==> config.mk <==
export PLATFORM = sky130hd
export DESIGN_NAME = overload_relay_autoreclose_unit
export DESIGN_NICKNAME = d
export VERILOG_FILES = /design/src/hdl/orac_pkg.sv /design/src/hdl/overload_relay_autoreclose_unit.sv
export SDC_FILE = /design/constraint.sdc
export NUM_CORES = 2
export LEC_CHECK = 0
export ABC_CLOCK_PERIOD_IN_PS = 15300
export BUFFER_PORTS_ARGS = -buffer_cell sky130_fd_sc_hd__buf_2
export CORE_ASPECT_RATIO = 1.4
export CORE_MARGIN = 2
export CORE_UTILIZATION = 62
export CTS_CLUSTER_DIAMETER = 200
export DETAILED_ROUTE_END_ITERATION = 10
export GPL_TIMING_DRIVEN = 0
export PLACE_DENSITY = 0.83
export RECOVER_POWER = 50
export SETUP_SLACK_MARGIN = 0.1
export SLEW_MARGIN = 30
export SYNTH_ARGS = -nofsm -noshare
export SYNTH_HDL_FRONTEND = slang
export SYNTH_SLANG_ARGS = --single-unit
==> constraint.sdc <==
create_clock -name clk_i -period 15.3 [get_ports clk_i]
set_input_delay 2.295 -clock clk_i [delete_from_list [all_inputs] [get_ports clk_i]]
set_output_delay 2.295 -clock clk_i [all_outputs]
set_load 0.05 [all_outputs]
==> src/hdl/orac_pkg.sv <==
// Shared types and constants for the overload relay with auto-reclose.
`default_nettype none

package orac_pkg;

  // Protection timing and limits.
  localparam int unsigned MAX_ATTEMPTS   = 3;
  localparam int unsigned CONFIRM_MS     = 2000;
  localparam int unsigned SURVIVED_MS    = 60000;
  localparam int unsigned RETRY_BLOCK_MS = 10000;
  localparam int unsigned MIN_DELAY_S    = 5;
  localparam int unsigned MAX_DELAY_S    = 600;
  localparam int unsigned VA_SCALE       = 10000;
  localparam int unsigned MS_PER_S       = 1000;

  // Field widths.
  localparam int unsigned TS_W     = 32;
  localparam int unsigned VOLT_W   = 12;
  localparam int unsigned CURR_W   = 16;
  localparam int unsigned TEMP_W   = 12;
  localparam int unsigned POWER_W  = 28;
  localparam int unsigned VA_W     = 16;
  localparam int unsigned DELAY_W  = 10;
  localparam int unsigned SCALED_W = 30;
  localparam int unsigned DMS_W    = 20;
  localparam int unsigned ATT_W    = $clog2(MAX_ATTEMPTS + 1);
  localparam int unsigned OUT_ATT_W = 2;
  localparam int unsigned CFG_IDX_W = 2;
  localparam int unsigned CFG_DATA_W = 16;
  localparam int unsigned IN_DATA_W  = 80;
  localparam int unsigned OUT_DATA_W = 40;

  // Reset values of the configuration registers.
  localparam int unsigned ALARM_RESET = 2000;
  localparam int unsigned TRIP_RESET  = 2500;
  localparam int signed   TEMP_RESET  = 960;
  localparam int unsigned DELAY_RESET = 30;

  // Status codes as they appear on the result.
  localparam logic [1:0] CODE_NORMAL   = 2'd0;
  localparam logic [1:0] CODE_WARNING  = 2'd1;
  localparam logic [1:0] CODE_OVERLOAD = 2'd2;

  typedef enum logic [1:0] {
    OP_MEASURE = 2'd0,
    OP_CLOSE   = 2'd1,
    OP_OPEN    = 2'd2,
    OP_RESTORE = 2'd3
  } op_e;

  typedef enum logic [1:0] {
    CFG_VA_ALARM = 2'd0,
    CFG_VA_TRIP  = 2'd1,
    CFG_TEMP     = 2'd2,
    CFG_DELAY    = 2'd3
  } cfg_idx_e;

  typedef enum logic [2:0] {
    ST_NORMAL   = 3'b001,
    ST_WARNING  = 3'b010,
    ST_OVERLOAD = 3'b100
  } state_e;

  // One accepted item after the input register; the product is formed on entry.
  typedef struct packed {
    op_e                     op;
    logic [TS_W-1:0]         now_ms;
    logic [POWER_W-1:0]      power;
    logic                    meter_valid;
    logic signed [TEMP_W-1:0] temperature;
    logic                    temp_valid;
    logic                    restore_locked;
  } item_t;

endpackage

`default_nettype wire

==> src/hdl/overload_relay_autoreclose_unit.sv <==
// Overload relay with auto-reclose: input register, state update and result register.
// An accepted item passes through the input register and then the result register; the
// state update between them is combinational, and both stages hold while results stall.
// Throughput: one item per cycle while results are taken; the state update is the only loop.
// Reset (asynchronous, active low) clears both stages, returns the relay to normal
// with no lockout, no attempts and all timestamps unset, and restores the default limits.
`default_nettype none

module overload_relay_autoreclose_unit (
  input  wire logic                              clk_i,
  input  wire logic                              rst_ni,
  // Configuration write port.
  input  wire logic                              cfg_we_i,
  input  wire logic [orac_pkg::CFG_IDX_W-1:0]    cfg_idx_i,
  input  wire logic [orac_pkg::CFG_DATA_W-1:0]   cfg_data_i,
  // Input stream.
  input  wire logic                              s_axis_tvalid,
  output logic                                   s_axis_tready,
  // tdata from bit 0: now_ms[31:0], voltage_dv[43:32], current_ma[59:44],
  // meter_valid[60], temperature[72:61], temp_valid[73], restore_locked[74], zeros.
  input  wire logic [orac_pkg::IN_DATA_W-1:0]    s_axis_tdata,
  // tuser: op[1:0].
  input  wire logic [1:0]                        s_axis_tuser,
  // Result stream.
  output logic                                   m_axis_tvalid,
  input  wire logic                              m_axis_tready,
  // tdata from bit 0: status[1:0], relay_closed[2], locked[3], attempts_used[5:4],
  // alarm_edge[6], close_refused[7], apparent_power[35:8], zeros.
  output logic [orac_pkg::OUT_DATA_W-1:0]        m_axis_tdata
);

  localparam int unsigned TS_W    = orac_pkg::TS_W;
  localparam int unsigned ATT_W   = orac_pkg::ATT_W;
  localparam int unsigned POWER_W = orac_pkg::POWER_W;

  // ---------------------------------------------------------------------------
  // Configuration. The VA limits are kept already scaled to 0.0001 VA and the
  // reclose delay already in milliseconds, so the item path has no multiplier
  // beyond the power product.
  // ---------------------------------------------------------------------------
  logic [orac_pkg::SCALED_W-1:0]      alarm_sc_q, trip_sc_q;
  logic signed [orac_pkg::TEMP_W-1:0] temp_limit_q;
  logic [orac_pkg::DMS_W-1:0]         delay_ms_q;
  logic [orac_pkg::DELAY_W-1:0]       delay_wr;
  logic                               delay_ok;

  assign delay_wr = cfg_data_i[orac_pkg::DELAY_W-1:0];
  assign delay_ok = (delay_wr >= orac_pkg::DELAY_W'(orac_pkg::MIN_DELAY_S)) &&
                    (delay_wr <= orac_pkg::DELAY_W'(orac_pkg::MAX_DELAY_S));

  always_ff @(posedge clk_i or negedge rst_ni) begin
    if (!rst_ni) begin
      alarm_sc_q   <= orac_pkg::SCALED_W'(orac_pkg::ALARM_RESET * orac_pkg::VA_SCALE);
      trip_sc_q    <= orac_pkg::SCALED_W'(orac_pkg::TRIP_RESET * orac_pkg::VA_SCALE);
      temp_limit_q <= orac_pkg::TEMP_W'(orac_pkg::TEMP_RESET);
      delay_ms_q   <= orac_pkg::DMS_W'(orac_pkg::DELAY_RESET * orac_pkg::MS_PER_S);
    end else if (cfg_we_i) begin
      case (orac_pkg::cfg_idx_e'(cfg_idx_i))
        orac_pkg::CFG_VA_ALARM: begin
          alarm_sc_q <= orac_pkg::SCALED_W'(cfg_data_i) *
                        orac_pkg::SCALED_W'(orac_pkg::VA_SCALE);
        end
        orac_pkg::CFG_VA_TRIP: begin
          trip_sc_q <= orac_pkg::SCALED_W'(cfg_data_i) *
                       orac_pkg::SCALED_W'(orac_pkg::VA_SCALE);
        end
        orac_pkg::CFG_TEMP: begin
          temp_limit_q <= cfg_data_i[orac_pkg::TEMP_W-1:0];
        end
        orac_pkg::CFG_DELAY: begin
          // Out-of-range delays leave the old setting in place.
          if (delay_ok) begin
            delay_ms_q <= orac_pkg::DMS_W'(delay_wr) *
                          orac_pkg::DMS_W'(orac_pkg::MS_PER_S);
          end
        end
        default: begin
        end
      endcase
    end
  end

  // ---------------------------------------------------------------------------
  // Handshake. The update stage fires whenever the input register holds an item
  // and the result register is empty or being emptied this cycle.
  // ---------------------------------------------------------------------------
  logic in_valid_q;
  logic out_valid_q;
  logic fire;
  logic accept;

  assign fire          = in_valid_q && (!out_valid_q || m_axis_tready);
  assign s_axis_tready = !in_valid_q || fire;
  assign accept        = s_axis_tvalid && s_axis_tready;
  assign m_axis_tvalid = out_valid_q;

  always_ff @(posedge clk_i or negedge rst_ni) begin
    if (!rst_ni) begin
      in_valid_q  <= 1'b0;
      out_valid_q <= 1'b0;
    end else begin
      if (accept) begin
        in_valid_q <= 1'b1;
      end else if (fire) begin
        in_valid_q <= 1'b0;
      end
      if (fire) begin
        out_valid_q <= 1'b1;
      end else if (m_axis_tready) begin
        out_valid_q <= 1'b0;
      end
    end
  end

  // ---------------------------------------------------------------------------
  // Input register. The apparent power product is formed on the way in.
  // ---------------------------------------------------------------------------
  orac_pkg::item_t item_q;
  orac_pkg::item_t item_d;

  always_comb begin
    item_d.op             = orac_pkg::op_e'(s_axis_tuser);
    item_d.now_ms         = s_axis_tdata[31:0];
    item_d.power          = POWER_W'(s_axis_tdata[43:32]) * POWER_W'(s_axis_tdata[59:44]);
    item_d.meter_valid    = s_axis_tdata[60];
    item_d.temperature    = s_axis_tdata[72:61];
    item_d.temp_valid     = s_axis_tdata[73];
    item_d.restore_locked = s_axis_tdata[74];
  end

  always_ff @(posedge clk_i) begin
    if (accept) begin
      item_q <= item_d;
    end
  end

  // ---------------------------------------------------------------------------
  // Protection state.
  // ---------------------------------------------------------------------------
  orac_pkg::state_e st_q, st_d;
  logic             lock_q, lock_d;
  logic [ATT_W-1:0] att_q, att_d;
  logic [TS_W-1:0]  trip_q, trip_d;
  logic [TS_W-1:0]  recl_q, recl_d;
  logic [TS_W-1:0]  mclose_q, mclose_d;
  logic [TS_W-1:0]  mblock_q, mblock_d;
  logic [TS_W-1:0]  ots_q, ots_d;

  logic             edge_d, refused_d;
  logic [POWER_W-1:0] power_d;

  // Measurement tests against the scaled limits.
  logic over_alarm, over_trip, below_clear;
  logic [TS_W-1:0] now;
  logic [TS_W-1:0] delay_ms_w;
  logic [TS_W-1:0] since_recl, since_ots, since_trip, since_mclose, since_mblock;

  assign now          = item_q.now_ms;
  assign delay_ms_w   = TS_W'(delay_ms_q);
  assign since_recl   = now - recl_q;
  assign since_trip   = now - trip_q;
  assign since_mclose = now - mclose_q;
  assign since_mblock = now - mblock_q;

  assign over_alarm = (item_q.meter_valid &&
                       (orac_pkg::SCALED_W'(item_q.power) >= alarm_sc_q)) ||
                      (item_q.temp_valid && (item_q.temperature >= temp_limit_q));
  assign over_trip   = item_q.meter_valid &&
                       (orac_pkg::SCALED_W'(item_q.power) >= trip_sc_q);
  assign below_clear = item_q.meter_valid &&
                       (orac_pkg::SCALED_W'(item_q.power) <= alarm_sc_q);

  always_comb begin
    st_d      = st_q;
    lock_d    = lock_q;
    att_d     = att_q;
    trip_d    = trip_q;
    recl_d    = recl_q;
    mclose_d  = mclose_q;
    mblock_d  = mblock_q;
    ots_d     = ots_q;
    edge_d    = 1'b0;
    refused_d = 1'b0;
    power_d   = '0;
    since_ots = '0;

    case (item_q.op)
      orac_pkg::OP_MEASURE: begin
        if (item_q.meter_valid) begin
          power_d = item_q.power;
        end
        // A reclose that has held long enough forgets the earlier attempts.
        if ((att_q != '0) && (st_q != orac_pkg::ST_OVERLOAD) && (recl_q != '0) &&
            (since_recl >= TS_W'(orac_pkg::SURVIVED_MS))) begin
          att_d  = '0;
          recl_d = '0;
        end
        case (st_q)
          orac_pkg::ST_NORMAL: begin
            if (over_alarm) begin
              st_d   = orac_pkg::ST_WARNING;
              ots_d  = over_trip ? now : '0;
              edge_d = 1'b1;
            end
          end
          orac_pkg::ST_WARNING: begin
            if (!over_alarm) begin
              st_d  = orac_pkg::ST_NORMAL;
              ots_d = '0;
            end else if (!over_trip) begin
              ots_d = '0;
            end else begin
              // The confirm timer starts on the first item over the trip level.
              if (ots_q == '0) begin
                ots_d = now;
              end
              since_ots = now - ots_d;
              if (since_ots >= TS_W'(orac_pkg::CONFIRM_MS)) begin
                st_d   = orac_pkg::ST_OVERLOAD;
                trip_d = now;
                // An overload that overrides a recent operator close blocks retries.
                if ((mclose_q != '0) && (since_mclose <= delay_ms_w)) begin
                  mblock_d = now + TS_W'(orac_pkg::RETRY_BLOCK_MS);
                  mclose_d = '0;
                end
              end
            end
          end
          orac_pkg::ST_OVERLOAD: begin
            if (!lock_q && below_clear && (since_trip >= delay_ms_w)) begin
              if (att_d >= ATT_W'(orac_pkg::MAX_ATTEMPTS)) begin
                lock_d = 1'b1;
              end else begin
                att_d  = att_d + ATT_W'(1);
                recl_d = now;
                st_d   = orac_pkg::ST_NORMAL;
                ots_d  = '0;
              end
            end
          end
          default: begin
          end
        endcase
      end
      orac_pkg::OP_CLOSE: begin
        if (st_q == orac_pkg::ST_OVERLOAD) begin
          // Inside the retry block the wrapped difference is negative.
          if ((mblock_q != '0) && since_mblock[TS_W-1]) begin
            refused_d = 1'b1;
          end else begin
            lock_d   = 1'b0;
            att_d    = '0;
            recl_d   = now;
            mclose_d = now;
            trip_d   = now - delay_ms_w;
            st_d     = orac_pkg::ST_NORMAL;
            ots_d    = '0;
          end
        end
      end
      orac_pkg::OP_OPEN: begin
        if (!((st_q == orac_pkg::ST_OVERLOAD) && lock_q)) begin
          st_d     = orac_pkg::ST_OVERLOAD;
          trip_d   = now;
          lock_d   = 1'b1;
          att_d    = ATT_W'(orac_pkg::MAX_ATTEMPTS);
          recl_d   = '0;
          mclose_d = '0;
        end
      end
      orac_pkg::OP_RESTORE: begin
        st_d   = orac_pkg::ST_OVERLOAD;
        trip_d = now;
        lock_d = item_q.restore_locked;
        att_d  = item_q.restore_locked ? ATT_W'(orac_pkg::MAX_ATTEMPTS) : '0;
      end
      default: begin
      end
    endcase
  end

  always_ff @(posedge clk_i or negedge rst_ni) begin
    if (!rst_ni) begin
      st_q     <= orac_pkg::ST_NORMAL;
      lock_q   <= 1'b0;
      att_q    <= '0;
      trip_q   <= '0;
      recl_q   <= '0;
      mclose_q <= '0;
      mblock_q <= '0;
      ots_q    <= '0;
    end else if (fire) begin
      st_q     <= st_d;
      lock_q   <= lock_d;
      att_q    <= att_d;
      trip_q   <= trip_d;
      recl_q   <= recl_d;
      mclose_q <= mclose_d;
      mblock_q <= mblock_d;
      ots_q    <= ots_d;
    end
  end

  // ---------------------------------------------------------------------------
  // Result register.
  // ---------------------------------------------------------------------------
  logic [1:0]                    status_code;
  logic [orac_pkg::OUT_ATT_W-1:0] att_out;
  logic [orac_pkg::OUT_DATA_W-1:0] result_d, result_q;

  always_comb begin
    case (st_d)
      orac_pkg::ST_NORMAL:   status_code = orac_pkg::CODE_NORMAL;
      orac_pkg::ST_WARNING:  status_code = orac_pkg::CODE_WARNING;
      orac_pkg::ST_OVERLOAD: status_code = orac_pkg::CODE_OVERLOAD;
      default:               status_code = orac_pkg::CODE_NORMAL;
    endcase
    // The attempt count saturates on the result when the limit exceeds its range.
    if (att_d > ATT_W'({orac_pkg::OUT_ATT_W{1'b1}})) begin
      att_out = '1;
    end else begin
      att_out = orac_pkg::OUT_ATT_W'(att_d);
    end
    result_d        = '0;
    result_d[1:0]   = status_code;
    result_d[2]     = (st_d != orac_pkg::ST_OVERLOAD);
    result_d[3]     = lock_d;
    result_d[5:4]   = att_out;
    result_d[6]     = edge_d;
    result_d[7]     = refused_d;
    result_d[35:8]  = power_d;
  end

  always_ff @(posedge clk_i) begin
    if (fire) begin
      result_q <= result_d;
    end
  end

  assign m_axis_tdata = result_q;

endmodule

`default_nettype wire

==> results.toml <==
[routing]
routed_via_density = 6.14
drtIter0Drc = 2140
wl_per_cell_um = 20.5
dr.pass1.iters = 5
drc_errors = 0
wirelength_um = 102000
ant_nets = 0
num_vias = 30400

[final_layout]
finalNetCount = 4946
area_growth_pct = 8.39
drive_gt1_share_pct = 7.65
antenna_cells = 0

[worst_setup_path]
critPathLaunchType = "primary input"
cp_top_family = "buffers and inverters"
cp-end-kind = "async pin"
critPathArrivalTime_ns = 9.41
cp_common_cell = "clkbuf_1"
crit_type = "in2async"
worstPathMaxFanout = 77
path_cells = "clkbuf_1 -> clkbuf_1 -> clkbuf_1"
slowest_stage = "clkbuf_1"
critPathRequiredTime_ns = 15.17
max_stage_delay_ns = 3.13
crit_buf_inv = 3

[sta]
slew_headroom_pct = -191
worstMarginPinSlew_ns = 4.37
setup_slack_ns = 5.76
fmax_ghz = 0.105
tns_ns = 0
final_hold_viol_count = 0
setup_violations = 0
slew_viol_final = 284
fin_crit_ns = 9.54
rsz0062_at_grt = "false"
fin_crit_sh_pct = 62.3
clock_skew_ns = 0.0221

[floorplan]
chipWidth_um = 207
std_cell_rows = 104
start_util_pct = 62.5
die_h_um = 289
ios = 147
die_area_mm2 = 0.0598
core_mm2 = 0.0574

[power_and_ir_drop]
ir_drop_mv = 0.246
p_per_area_mw_per_mm2 = 190
power_leakage_nw = 18.7

[grt]
grt_pass1_vias = 31100
antenna_found_initial = 0
grt_max_degree = 83
grt-ovfl-total = 0
grt_pass1_wl_um = 162000
grtUsageTotal_pct = 34.2

[status]
violations = "max-capacitance violations, max-slew violations"
status = "finished, violations left"

[yosys]
ys_seq_area_share_pct = 26.9
post_synth_num_cell_types = 86
synth-edff-count = 113
synth_cells = 3991
ys_top_cells_by_area = "ha_1 (16%), dfrtp_1 (15%), fa_1 (11%)"
async_reset_ff_share_pct = 68.8
ys.flop_type = "dfrtp_1"
ys_ff_latch = 362
postSynthAreaPerCell_um2 = 8.99
yosysWarnings = 0
synth_top_area_cell = "ha_1"
synthDominantCellAreaShare_pct = 16.1
syn-cell-area_mm2 = 0.0359

[placed_design]
gp_congestion = 0.972
post-place-ws_ns = 6.64
dp_hpwl_um = 81500
port_buffers = 137

[cts]
clkSlewWorstSetupHoldPaths_ns = 0.06
cts_buffers = 40
clock-root-buffer = "clkbuf_16"
post_cts_buffers = 0
cts_sinks = 362
cts_resized = 0
htree_num_levels = 2
cts_tree = "yes"
cts_max_path_buffers = 3
cts-hold-fix-buffers = 0
insertion_delay_ns = 0.59

[job]
max_cap_violations = 5

[min_path]
hp-class = "reg2reg"
[cell usage after synthesis (all sizes together), types with 35 or more instances]
library cell	count
nor2	140
a22o	37
edfxtp	113
dfrtp	217
and3	54
o21ai	292
inv	523
mux2	51
mux2i	47
xor2	66
nand4	49
clkbuf	129
fa	201
ha	461
xnor2	104
nor3	71
nor4	53
nand3	68
and2	108
a21o	80
a21oi	227
nor2b	35
o21a	36
nand2	420
nand2b	40
[tightest hold or removal path, delay by kind of cell (launching register included)]
family           cells  cell delay (ns)
flip-flops           1             0.36
AND/OR/NAND/NOR      1             0.04
AO/OA/AOI/OAI        1             0.07
[placed cells by master (no fill, tap or decap), types with 104 or more instances in the layout]
master / synthesis / final
a21oi_1: 226 / 226
and2_1: 108 / 106
buf_2: 4 / 135
clkbuf_1: 128 / 144
dfrtp_1: 217 / 217
edfxtp_1: 113 / 113
fa_1: 201 / 201
ha_1: 461 / 461
inv_1: 523 / 523
nand2_1: 420 / 420
nor2_1: 140 / 140
o21ai_0: 289 / 289
xnor2_1: 104 / 104
[routing by layer]
| layer | share of wire [%] | vias up | track usage, % |
|---|---|---|---|
| li1 | - | 14200 | - |
| met1 | 36 | 14600 | 36.8 |
| met2 | 50 | 1116 | 61.4 |
| met3 | 5.9 | 430 | 5.24 |
| met4 | 8.4 | 0 | 25.2 |
| met5 | 0 | - | 0 |
[final timing paths]
kind / end / depth (start not counted) / slack, ns / start
min in group asynchronous: trip_q[15]$_DFFE_PN0P_ / 1 / 2.13 / rst_ni
worst max register to register: trip_q[0]$_DFFE_PN0P_ / 21 / 7.95 / ots_q[24]$_DFFE_PN0P_
worst min-delay path: delay_ms_q[13]$_DFFE_PN1P_ / 2 / 0.48 / delay_ms_q[13]$_DFFE_PN1P_
worst max-delay path: ots_q[13]$_DFFE_PN0P_ / 3 / 5.76 / rst_ni
max in group clk_i: item_q[41]$_DFFE_PP_ / 23 / 7.17 / s_axis_tdata[43]
worst min register to register: delay_ms_q[13]$_DFFE_PN1P_ / 2 / 0.48 / delay_ms_q[13]$_DFFE_PN1P_
[flip-flops by register name, indices dropped and copies added, names as in the netlist, 12 cells and up]
register and flops:
delay_ms_q 17, item_q 45, trip_q 32, now 32, alarm_sc_q 26, recl_q 32
trip_sc_q 26, ots_q 32, temp_limit_q 12, mblock_q 32, m_axis_tdata 36, mclose_q 32
[stage by stage]
step,cell area [um2],hold slack [ns],utilization (%),instances,power (mW)
6_report,38900,0.477,67.8,4953,7.39
5_1_grt,38900,0.498,67.8,4953,8.06
4_1_cts,39000,0.480,67.9,4952,7.35
3_5_place_dp,37600,0.470,65.6,4878,6.30
3_3_place_gp,37500,0.462,65.3,4873,6.16
2_1_floorplan,35900,0.450,-,3994,5.12
[kinds of logic (layout without fill, tap and decap cells)]
group / Yosys count / in the layout / synth area share [%]
compound gates: 918 / 918 / 16.3
xor+xnor: 170 / 170 / 4.15
fa+ha+maj: 662 / 662 / 27.3
buf+inv: 673 / 890 / 7.15
flops: 362 / 362 / 26.9
mux: 98 / 98 / 2.93
other cells: 1 / 4 / 0.0105
simple gates: 1107 / 1107 / 15.2
[final cells by class]
type / count / area (um2)
fill: 4625 / 18500
multi-input combinational: 2959 / 23700
sequential: 362 / 9660
tap: 742 / 928
timing repair buffer: 143 / 724
clock inverter: 19 / 170
clock buffer: 55 / 1160
inverter: 523 / 1960
buffer: 150 / 607
[power by group]
group | internal, mW | total [mW] | switching, mW
clock | 0.569 | 1.01 | 0.437
sequential | 1.32 | 1.52 | 0.196
combinational | 1.99 | 4.86 | 2.88
total | 3.88 | 7.39 | 3.51
No activity file was read; power rests on OpenSTA's default activity.
